File: config.mk
export PLATFORM = sky130hd
export DESIGN_NAME = rle_palette_sprite_decoder
export DESIGN_NICKNAME = d
export VERILOG_FILES = /design/src/hw/rtl/rlesd_pkg.sv /design/src/hw/rtl/rlesd_ram.sv /design/src/hw/rtl/rlesd_parser.sv /design/src/hw/rtl/rlesd_color.sv /design/src/hw/rtl/rle_palette_sprite_decoder.sv
export SDC_FILE = /design/constraint.sdc
export NUM_CORES = 2
export LEC_CHECK = 0
export BUFFER_PORTS_ARGS = -buffer_cell sky130_fd_sc_hd__buf_2
export CAP_MARGIN = 10
export CORE_ASPECT_RATIO = 1.4
export CORE_MARGIN = 2
export CORE_UTILIZATION = 36
export CTS_BUF_LIST = sky130_fd_sc_hd__clkbuf_16
export CTS_CLUSTER_SIZE = 30
export DETAILED_ROUTE_END_ITERATION = 8
export PLACE_DENSITY_LB_ADDON = 0.25
export SYNTH_ARGS = -nofsm -noshare
export SYNTH_HDL_FRONTEND = slang
export SYNTH_SLANG_ARGS = --single-unit
File: constraint.sdc
create_clock -name aclk -period 10.2 [get_ports aclk]
set_clock_uncertainty 0.15 [all_clocks]
set_input_delay 2.04 -clock aclk [delete_from_list [all_inputs] [get_ports aclk]]
set_output_delay 2.04 -clock aclk [all_outputs]
set_load 0.1 [all_outputs]
File: src/hw/rtl/rlesd_pkg.sv
// shared types, constants and color helpers for the run-length sprite decoder
package rlesd_pkg;

    localparam int PAL_DEPTH_DEF = 256;
    localparam int MAX_DIM_DEF   = 2048;

    localparam int DIM_W   = 12;   // width, height, row and column registers
    localparam int CMP_W   = 13;   // room for a dimension limit of 4096
    localparam int CNT_W   = 9;    // palette count register
    localparam int COORD_W = 11;   // pixel_x / pixel_y
    localparam int CHAN_W  = 8;
    localparam int BYTE_W  = 8;
    localparam int COLOR_W = 16;
    localparam int LUM_W   = 10;

    localparam logic [DIM_W-1:0] COL_MAX = 12'hFFF;
    localparam logic [LUM_W-1:0] LUM_MIN = 10'd24;
    localparam logic [LUM_W-1:0] LUM_MAX = 10'd255;

    typedef enum logic [1:0] {
        OP_START   = 2'd0,
        OP_PALETTE = 2'd1,
        OP_BODY    = 2'd2,
        OP_NONE    = 2'd3
    } opcode_t;

    typedef enum logic [1:0] {
        REG_WIDTH     = 2'd0,
        REG_HEIGHT    = 2'd1,
        REG_PAL_COUNT = 2'd2
    } cfg_reg_t;

    typedef enum logic [1:0] {
        PH_COUNT = 2'd0,
        PH_SKIP  = 2'd1,
        PH_NCOL  = 2'd2,
        PH_INDEX = 2'd3
    } phase_t;

    typedef struct packed {
        logic [DIM_W-1:0] width;
        logic [DIM_W-1:0] height;
        logic [CNT_W-1:0] pal_count;
    } cfg_t;

    typedef struct packed {
        logic [COORD_W-1:0] x;
        logic [COORD_W-1:0] y;
        logic               use_pal;
        logic [BYTE_W-1:0]  index;
    } pix_req_t;

    // floor(v * 255 / 31) = 8v + floor(7v / 31)
    function automatic logic [CHAN_W-1:0] expand5(input logic [4:0] v);
        logic [7:0] t;
        logic [2:0] f;
        t = {v, 3'b000} - {3'b000, v};
        f = 3'd0;
        for (int k = 1; k < 8; k++) begin
            if (t >= 8'(31 * k)) begin
                f = f + 3'd1;
            end
        end
        return {v, 3'b000} + {5'b00000, f};
    endfunction

    // floor(v * 255 / 63) = 4v + floor(v / 21)
    function automatic logic [CHAN_W-1:0] expand6(input logic [5:0] v);
        logic [1:0] f;
        f = 2'd0;
        for (int k = 1; k < 4; k++) begin
            if (v >= 6'(21 * k)) begin
                f = f + 2'd1;
            end
        end
        return {v, 2'b00} + {6'b000000, f};
    endfunction

endpackage

File: src/hw/rtl/rlesd_ram.sv
// generic single-port-write, single-port-read ram with registered read
module rlesd_ram #(
    parameter int WIDTH = 16,
    parameter int DEPTH = 256
) (
    input  logic                     aclk,
    input  logic                     wr_en,
    input  logic [$clog2(DEPTH)-1:0] wr_addr,
    input  logic [WIDTH-1:0]         wr_data,
    input  logic                     rd_en,
    input  logic [$clog2(DEPTH)-1:0] rd_addr,
    output logic [WIDTH-1:0]         rd_data
);

    logic [WIDTH-1:0] mem [DEPTH];
    logic [WIDTH-1:0] rd_data_reg;

    always_ff @(posedge aclk) begin
        if (wr_en) begin
            mem[wr_addr] <= wr_data;
        end
        if (rd_en) begin
            rd_data_reg <= mem[rd_addr];
        end
    end

    assign rd_data = rd_data_reg;

endmodule

File: src/hw/rtl/rlesd_parser.sv
// body parser: row, column, packet and color counters and pixel request generation
module rlesd_parser import rlesd_pkg::*; #(
    parameter int PALETTE_DEPTH = PAL_DEPTH_DEF,
    parameter int MAX_DIMENSION = MAX_DIM_DEF
) (
    input  logic              aclk,
    input  logic              aresetn,
    input  cfg_t              cfg,
    input  logic              beat,
    input  logic [1:0]        opcode,
    input  logic [BYTE_W-1:0] body_byte,
    output logic              emit,
    output pix_req_t          req
);

    localparam logic [CMP_W-1:0] DIM_LIMIT = CMP_W'(MAX_DIMENSION);
    localparam logic [CNT_W-1:0] PAL_LIMIT = CNT_W'(PALETTE_DEPTH);

    phase_t            phase_reg, phase_next;
    logic [DIM_W-1:0]  row_reg, row_next;
    logic [DIM_W-1:0]  col_reg, col_next;
    logic [BYTE_W-1:0] pk_reg, pk_next;
    logic [BYTE_W-1:0] cl_reg, cl_next;
    logic              fin_reg, fin_next;

    logic [CMP_W-1:0]  w_eff, h_eff, col_sum;
    logic [CNT_W-1:0]  cnt_eff;
    logic [DIM_W-1:0]  col_inc, row_inc;
    logic [BYTE_W-1:0] pk_dec, cl_dec;
    logic              row_hi, in_width, pal_ok;
    logic              pkt_done, row_done;

    assign w_eff   = ({1'b0, cfg.width} > DIM_LIMIT) ? DIM_LIMIT : {1'b0, cfg.width};
    assign h_eff   = ({1'b0, cfg.height} > DIM_LIMIT) ? DIM_LIMIT : {1'b0, cfg.height};
    assign cnt_eff = (cfg.pal_count > PAL_LIMIT) ? PAL_LIMIT : cfg.pal_count;

    assign col_sum = {1'b0, col_reg} + {{(CMP_W-BYTE_W){1'b0}}, body_byte};
    assign col_inc = (col_reg == COL_MAX) ? col_reg : col_reg + 1'b1;
    assign row_inc = (row_reg == COL_MAX) ? row_reg : row_reg + 1'b1;
    assign pk_dec  = pk_reg - 1'b1;
    assign cl_dec  = cl_reg - 1'b1;

    assign row_hi   = {1'b0, row_reg} >= h_eff;
    assign in_width = {1'b0, col_reg} < w_eff;
    // direct color mode takes every index, palette mode drops 0 and out-of-range
    assign pal_ok   = (cfg.pal_count == '0) ||
                      ((body_byte != '0) && ({1'b0, body_byte} < cnt_eff));

    assign req.x       = col_reg[COORD_W-1:0];
    assign req.y       = row_reg[COORD_W-1:0];
    assign req.use_pal = cfg.pal_count != '0;
    assign req.index   = body_byte;

    always_ff @(posedge aclk) begin
        if (!aresetn) begin
            phase_reg <= PH_COUNT;
            row_reg   <= '0;
            col_reg   <= '0;
            pk_reg    <= '0;
            cl_reg    <= '0;
            fin_reg   <= 1'b0;
        end else begin
            phase_reg <= phase_next;
            row_reg   <= row_next;
            col_reg   <= col_next;
            pk_reg    <= pk_next;
            cl_reg    <= cl_next;
            fin_reg   <= fin_next;
        end
    end

    always_comb begin
        phase_next = phase_reg;
        row_next   = row_reg;
        col_next   = col_reg;
        pk_next    = pk_reg;
        cl_next    = cl_reg;
        fin_next   = fin_reg;
        emit       = 1'b0;
        pkt_done   = 1'b0;
        row_done   = 1'b0;

        if (beat) begin
            case (opcode)
                OP_START: begin
                    phase_next = PH_COUNT;
                    row_next   = '0;
                    col_next   = '0;
                    pk_next    = '0;
                    cl_next    = '0;
                    fin_next   = 1'b0;
                end
                OP_BODY: begin
                    if (fin_reg || row_hi) begin
                        fin_next = 1'b1;
                    end else begin
                        unique case (phase_reg)
                            PH_COUNT: begin
                                col_next = '0;
                                pk_next  = body_byte;
                                if (body_byte == '0) begin
                                    row_done = 1'b1;
                                end else begin
                                    phase_next = PH_SKIP;
                                end
                            end
                            PH_SKIP: begin
                                col_next   = col_sum[CMP_W-1] ? COL_MAX : col_sum[DIM_W-1:0];
                                phase_next = PH_NCOL;
                            end
                            PH_NCOL: begin
                                cl_next = body_byte;
                                if (body_byte == '0) begin
                                    pkt_done = 1'b1;
                                end else begin
                                    phase_next = PH_INDEX;
                                end
                            end
                            PH_INDEX: begin
                                emit     = in_width && pal_ok;
                                col_next = col_inc;
                                cl_next  = cl_dec;
                                if (cl_dec == '0) begin
                                    pkt_done = 1'b1;
                                end
                            end
                            default: ;
                        endcase
                    end
                end
                default: ;
            endcase
        end

        if (pkt_done) begin
            pk_next = pk_dec;
            if (pk_dec == '0) begin
                row_done = 1'b1;
            end else begin
                phase_next = PH_SKIP;
            end
        end

        if (row_done) begin
            row_next   = row_inc;
            col_next   = '0;
            pk_next    = '0;
            cl_next    = '0;
            phase_next = PH_COUNT;
            if ({1'b0, row_inc} >= h_eff) begin
                fin_next = 1'b1;
            end
        end
    end

    // inside a row at least one packet is still open
    a_packets_open: assert property (@(posedge aclk) disable iff (!aresetn)
        (phase_reg != PH_COUNT) |-> (pk_reg != '0))
        else $error("packet counter empty outside the count phase");

    // index phase always has a color left to take
    a_colors_open: assert property (@(posedge aclk) disable iff (!aresetn)
        (phase_reg == PH_INDEX) |-> (cl_reg != '0))
        else $error("color counter empty in the index phase");

    // a pixel only comes out of an accepted body beat
    a_emit_source: assert property (@(posedge aclk) disable iff (!aresetn)
        emit |-> (beat && (opcode == OP_BODY) && (phase_reg == PH_INDEX)))
        else $error("pixel request outside an index beat");

endmodule

File: src/hw/rtl/rlesd_color.sv
// palette lookup stage, ARGB expansion and output register
module rlesd_color import rlesd_pkg::*; (
    input  logic               aclk,
    input  logic               aresetn,
    input  logic               load,
    input  pix_req_t           req,
    input  logic [COLOR_W-1:0] pal_data,
    output logic               stage_ready,
    input  logic               m_ready,
    output logic               m_valid,
    output logic [COORD_W-1:0] m_pixel_x,
    output logic [COORD_W-1:0] m_pixel_y,
    output logic [CHAN_W-1:0]  m_alpha,
    output logic [CHAN_W-1:0]  m_red,
    output logic [CHAN_W-1:0]  m_green,
    output logic [CHAN_W-1:0]  m_blue
);

    logic     s1_valid_reg, s1_valid_next;
    pix_req_t s1_req_reg;
    logic     m_valid_reg, m_valid_next;
    logic     s1_adv;

    logic [COLOR_W-1:0] c16;
    logic [4:0]         r5, b5;
    logic [5:0]         g6;
    logic [LUM_W-1:0]   lum;
    logic [CHAN_W-1:0]  a_calc, r_calc, g_calc, b_calc;

    logic [COORD_W-1:0] x_reg, y_reg;
    logic [CHAN_W-1:0]  a_reg, r_reg, g_reg, b_reg;

    assign s1_adv      = s1_valid_reg && (!m_valid_reg || m_ready);
    assign stage_ready = !s1_valid_reg || s1_adv;

    assign s1_valid_next = load ? 1'b1 : (s1_adv ? 1'b0 : s1_valid_reg);
    assign m_valid_next  = s1_adv ? 1'b1 : (m_ready ? 1'b0 : m_valid_reg);

    // direct mode reads the index byte itself as rgb565
    assign c16 = s1_req_reg.use_pal ? pal_data : {8'h00, s1_req_reg.index};
    assign r5  = c16[15:11];
    assign g6  = c16[10:5];
    assign b5  = c16[4:0];
    assign lum = {2'b00, r5, 3'b000} + {2'b00, g6, 2'b00} + {2'b00, b5, 3'b000};

    always_comb begin
        r_calc = expand5(r5);
        g_calc = expand6(g6);
        b_calc = expand5(b5);
        a_calc = 8'hFF;
        if (s1_req_reg.use_pal) begin
            if (lum < LUM_MIN) begin
                // too dark: fully transparent black
                r_calc = '0;
                g_calc = '0;
                b_calc = '0;
                a_calc = '0;
            end else begin
                a_calc = (lum > LUM_MAX) ? 8'hFF : lum[CHAN_W-1:0];
            end
        end
    end

    always_ff @(posedge aclk) begin
        if (!aresetn) begin
            s1_valid_reg <= 1'b0;
            m_valid_reg  <= 1'b0;
        end else begin
            s1_valid_reg <= s1_valid_next;
            m_valid_reg  <= m_valid_next;
        end
    end

    always_ff @(posedge aclk) begin
        if (load) begin
            s1_req_reg <= req;
        end
        if (s1_adv) begin
            x_reg <= s1_req_reg.x;
            y_reg <= s1_req_reg.y;
            a_reg <= a_calc;
            r_reg <= r_calc;
            g_reg <= g_calc;
            b_reg <= b_calc;
        end
    end

    assign m_valid   = m_valid_reg;
    assign m_pixel_x = x_reg;
    assign m_pixel_y = y_reg;
    assign m_alpha   = a_reg;
    assign m_red     = r_reg;
    assign m_green   = g_reg;
    assign m_blue    = b_reg;

    // a loaded request sits in the lookup stage on the next cycle
    a_load_lands: assert property (@(posedge aclk) disable iff (!aresetn)
        load |=> s1_valid_reg)
        else $error("lookup stage empty after a load");

    // a full lookup stage behind a stalled output blocks new beats
    a_stall_blocks: assert property (@(posedge aclk) disable iff (!aresetn)
        (s1_valid_reg && m_valid_reg && !m_ready) |-> (!stage_ready && !load))
        else $error("new beat taken while the pipeline is stalled");

    // output drains when taken with nothing behind it
    a_drain: assert property (@(posedge aclk) disable iff (!aresetn)
        (m_valid_reg && m_ready && !s1_valid_reg) |=> !m_valid_reg)
        else $error("output beat repeated");

endmodule

File: src/hw/rtl/rle_palette_sprite_decoder.sv
// top level of the run-length palette sprite decoder
//
//  channel   ports                 width/fields                         handshake
//  input     s_valid/s_ready       opcode 2, entry_index 8,             valid/ready
//                                  entry_color 16, body_byte 8
//  result    m_valid/m_ready       pixel_x 11, pixel_y 11, alpha 8,     valid/ready
//                                  red 8, green 8, blue 8
//  config    cfg_wr_en             cfg_addr 2, cfg_wdata 12             write only
//
// one beat per cycle while s_ready is high; a pixel goes from its index beat through
// the palette ram read into the lookup stage, then color expansion into the output register.
// the parser state lives in flops, the palette in a registered-read ram.
// a stalled result holds one pixel in the lookup stage and one at the output,
// and the input stops only when both are full.
// reset clears the parser, sets width and height to 1 and palette count to 0; palette contents stay undefined.
module rle_palette_sprite_decoder import rlesd_pkg::*; #(
    parameter int PALETTE_DEPTH = PAL_DEPTH_DEF,
    parameter int MAX_DIMENSION = MAX_DIM_DEF
) (
    input  logic               aclk,
    input  logic               aresetn,

    input  logic               cfg_wr_en,
    input  logic [1:0]         cfg_addr,
    input  logic [DIM_W-1:0]   cfg_wdata,

    input  logic               s_valid,
    output logic               s_ready,
    input  logic [1:0]         s_opcode,
    input  logic [7:0]         s_entry_index,
    input  logic [15:0]        s_entry_color,
    input  logic [7:0]         s_body_byte,

    output logic               m_valid,
    input  logic               m_ready,
    output logic [COORD_W-1:0] m_pixel_x,
    output logic [COORD_W-1:0] m_pixel_y,
    output logic [CHAN_W-1:0]  m_alpha,
    output logic [CHAN_W-1:0]  m_red,
    output logic [CHAN_W-1:0]  m_green,
    output logic [CHAN_W-1:0]  m_blue
);

    localparam int AW = $clog2(PALETTE_DEPTH);
    localparam logic [CNT_W-1:0] PAL_LIMIT = CNT_W'(PALETTE_DEPTH);

    cfg_t     cfg_reg, cfg_next;
    logic     beat;
    logic     emit;
    pix_req_t req;
    logic     stage_ready;
    logic     pal_wr_en;
    logic [COLOR_W-1:0] pal_data;

    assign s_ready = stage_ready;
    assign beat    = s_valid && s_ready;

    always_comb begin
        cfg_next = cfg_reg;
        if (cfg_wr_en) begin
            unique case (cfg_addr)
                REG_WIDTH:     cfg_next.width     = cfg_wdata;
                REG_HEIGHT:    cfg_next.height    = cfg_wdata;
                REG_PAL_COUNT: cfg_next.pal_count = cfg_wdata[CNT_W-1:0];
                default: ;
            endcase
        end
    end

    always_ff @(posedge aclk) begin
        if (!aresetn) begin
            cfg_reg.width     <= DIM_W'(1);
            cfg_reg.height    <= DIM_W'(1);
            cfg_reg.pal_count <= '0;
        end else begin
            cfg_reg <= cfg_next;
        end
    end

    // entries beyond the palette depth are dropped
    assign pal_wr_en = beat && (s_opcode == OP_PALETTE) &&
                       ({1'b0, s_entry_index} < PAL_LIMIT);

    rlesd_ram #(
        .WIDTH (COLOR_W),
        .DEPTH (PALETTE_DEPTH)
    ) u_palette (
        .aclk    (aclk),
        .wr_en   (pal_wr_en),
        .wr_addr (s_entry_index[AW-1:0]),
        .wr_data (s_entry_color),
        .rd_en   (emit),
        .rd_addr (s_body_byte[AW-1:0]),
        .rd_data (pal_data)
    );

    rlesd_parser #(
        .PALETTE_DEPTH (PALETTE_DEPTH),
        .MAX_DIMENSION (MAX_DIMENSION)
    ) u_parser (
        .aclk      (aclk),
        .aresetn   (aresetn),
        .cfg       (cfg_reg),
        .beat      (beat),
        .opcode    (s_opcode),
        .body_byte (s_body_byte),
        .emit      (emit),
        .req       (req)
    );

    rlesd_color u_color (
        .aclk        (aclk),
        .aresetn     (aresetn),
        .load        (emit),
        .req         (req),
        .pal_data    (pal_data),
        .stage_ready (stage_ready),
        .m_ready     (m_ready),
        .m_valid     (m_valid),
        .m_pixel_x   (m_pixel_x),
        .m_pixel_y   (m_pixel_y),
        .m_alpha     (m_alpha),
        .m_red       (m_red),
        .m_green     (m_green),
        .m_blue      (m_blue)
    );

endmodule
==> results_dict.tcl <==
set metrics [dict create \
    syn_to_final_growth_pct 13.59 \
    die_h_um 810.4 \
    vias_per_cell 5.531 \
    clock_path_buffers 4 \
    core_area_um2 463300 \
    async_reset_ff_share_pct 0 \
    fmax_mhz 142.0 \
    dieArea_um2 470000 \
    setup-violations-final 0 \
    cp-start-kind "register" \
    peakVddDrop_mv 0.1520 \
    cts_buffers 396 \
    critPathMaxFanout 38 \
    clkPwrFrac_pct 41.2 \
    p_int_mw 28.16 \
    port_buffers 108 \
    cts_root_buffer "clkbuf_16" \
    synth_edf_count 4196 \
    final_hold_viol_count 0 \
    worstPathArrival_ns 7.57 \
    slowest_delay_ns 0.51 \
    holdWs_ns 0.2618 \
    place.gp.congestion 0.8230 \
    criticalPathCategory "reg2reg" \
    route.vias.total 79400 \
    ys_types 79 \
    cts_tree "built" \
    netlist.area_leader.share_pct 75.36 \
    pre_cts_ws_ns 3.134 \
    cpLargestDelayFamily "simple AND/OR/NAND/NOR gates" \
    min_period_over_period_pct 69.02 \
    antenna_left 0 \
    max_slew_margin_pct 12.50 \
    rows 296 \
    rsz0062_at_grt "no" \
    cts.repair.resized 0 \
    cts_setup_buffers 0 \
    clock_latency_ns 0.95 \
    cp-end-kind "register" \
    max-cap-violations 0 \
    power_switching_share_pct 21.57 \
    grt_first_pass_wirelength_um 639000 \
    grt_usage_pct 19.05 \
    leakage_nw 59.01 \
    finalWorstSetupSlack_ns 3.160 \
    cts.sinks 4274 \
    path_common_cell "ha_1" \
    worstMarginPinSlew_ns 1.312 \
    fin_crit_ns 7.040 \
    clk_pin_slew_ns 0.07 \
    syn-num-nets 7576 \
    timing.critical_path.buf_inv 4 \
    grt_max_degree 179 \
    grt_pass1_vias 82730 \
    grt-ovfl-total 0 \
    initial_utilization_pct 36.09 \
    yosysSeqAreaShare_pct 76.30 \
    hold_buffers 0 \
    syn_area_um2 167200 \
    dr.pass1.iters 8 \
    ys_top_cells_by_area "edfxtp_1 75%, mux4_2 17%, dfxtp_1 0.93%, nor2_1 0.82%, ha_1 0.64%" \
    crit_required_ns 10.73 \
    slowest_stage "nor4_1" \
    ys.flop_type "edfxtp_1" \
    drive_gt1_share_pct 29.71 \
    syn-mean-instance-area_um2 22.49 \
    die_w_um 580.0 \
    comb_power_share_pct 5.1 \
    cts.htree.levels 5 \
    powerDensity_nw_per_um2 189.1 \
    ys.warnings.count 0 \
    finalSetupTns_ns 0 \
    yosys.area.top_type "edfxtp_1" \
    switching_power_mw 7.746 \
    min_path_type "reg2reg" \
    drt_iter0_drc 8105 \
    antenna_found_initial 26 \
    status "finished clean" \
    sequentialPowerShare_pct 53.7 \
    nNetsFinal 8028 \
    drc 0 \
    largest_register_ffs 4096 \
    totalWireLength_um 455900 \
    io_pins 109 \
    ys_ff_latch 4274 \
    slew_viol_final 0 \
    synthCells 7435 \
    power.total_mw 35.90 \
    wl_per_cell_um 31.76 \
    dpl.hpwl_um 275400 \
]
kinds of logic (layout without fill, tap and decap cells):
family,count (synthesis),in the layout,synth area share [%]
compound gates,426,426,1.651
xor+xnor,46,46,0.2634
fa+ha+maj,88,88,0.6675
buf+inv,451,1230,1.131
flops,4274,4274,76.30
mux,1371,1371,17.90
other cells,0,32,0
simple gates,779,779,2.096
metal layers:
layer / GRT usage, % / routed length [um] / vias up / part of all wire [%]
met2: 34.76 / 244200 / 2611 / 54
li1: - / - / 32470 / -
met1: 22.86 / 170800 / 43630 / 37
met3: 2.300 / 22370 / 687 / 4.9
met5: 0 / 0 / - / 0
met4: 7.387 / 18520 / 0 / 4.1
Yosys cell counts (9+ instances only):
library cell and number:
mux2_2 15, clkbuf_1 221, nand4_1 14, o21ai_0 65
a21oi_1 128, dfxtp_1 78, mux2i_1 63, a31oi_1 22
nand2b_1 29, nor3_1 22, mux4_2 1292, and2_1 11
ha_1 86, o21a_1 10, a21o_1 27, a211oi_1 17
nand3_1 50, nor4_1 9, edfxtp_1 4196, inv_1 54
nor2_1 365, a22oi_1 14, and3_1 16, a211o_1 11
o221ai_1 20, buf_1 37, or2_2 11, o22ai_1 37
nand2_1 183, a22o_1 9, buf_2 128, xor2_1 20
nor2b_1 23, xnor2_1 23
layout by cell type, fill, tap and decap left out, types with 13 or more instances in the layout:
master / count
clkbuf_16: 404
buf_4: 313
nand2b_1: 29
a21oi_1: 128
xnor2_1: 23
inv_6: 13
edfxtp_1: 4196
dfxtp_1: 78
nor3_1: 22
a31oi_1: 22
a21o_1: 27
nor2_2: 53
buf_8: 21
nand4_1: 14
nor2b_1: 23
buf_12: 28
diode_2: 32
a211oi_1: 15
clkinvlp_4: 24
bufinv_16: 40
xor2_1: 20
mux4_2: 1292
clkinv_1: 82
o22ai_1: 37
buf_2: 85
ha_1: 86
a22oi_1: 14
mux2i_1: 63
nand2_1: 174
o21ai_0: 64
nand3_1: 44
and3_1: 16
o221ai_1: 20
clkinv_2: 81
nor2_1: 312
inv_1: 116
mux2_2: 15
area by class of cell:
| type | instances | area [um^2] |
|---|---|---|
| sequential | 4274 | 127600 |
| antenna | 32 | 80.08 |
| clock inverter | 321 | 2666 |
| fill | 39980 | 273400 |
| clock buffer | 404 | 10110 |
| multi-input combinational | 2710 | 37960 |
| timing repair buffer | 449 | 3676 |
| tap | 6109 | 7644 |
| inverter | 56 | 210.2 |
stage by stage:
step           cells  area [um^2]  util [%]
4_1_cts        14320       189800     40.96
6_report       14360       189900     40.99
3_3_place_gp   13600       177000     38.20
2_1_floorplan   7435       167200         -
3_5_place_dp   13600       177000     38.21
5_1_grt        14350       189900     40.99
power groups by stage:
stage | Combinational, mW | Sequential, mW | Clock (mW)
2_1_floorplan | 0.938 | 19.7 | 0
3_3_place_gp | 1.84 | 19.7 | 0
3_5_place_dp | 1.87 | 19.7 | 0
4_1_cts | 1.87 | 19.3 | 15.1
5_1_grt | 1.91 | 19.3 | 15.7
6_report | 1.83 | 19.3 | 14.8
final timing paths:
kind / depth (start not counted) / to / slack [ns] / startpoint
min: 0 / u_color.m_pixel_y[0] / 0.26 / u_color.s1_req_reg[9]
max: 27 / u_color.m_blue[2] / 3.16 / u_color.s1_req_reg[8]
max reg2reg: 27 / u_color.m_blue[2] / 3.16 / u_color.s1_req_reg[8]
min reg2reg: 0 / u_color.m_pixel_y[0] / 0.26 / u_color.s1_req_reg[9]
Note: power is estimated with default switching activity, not from simulation.
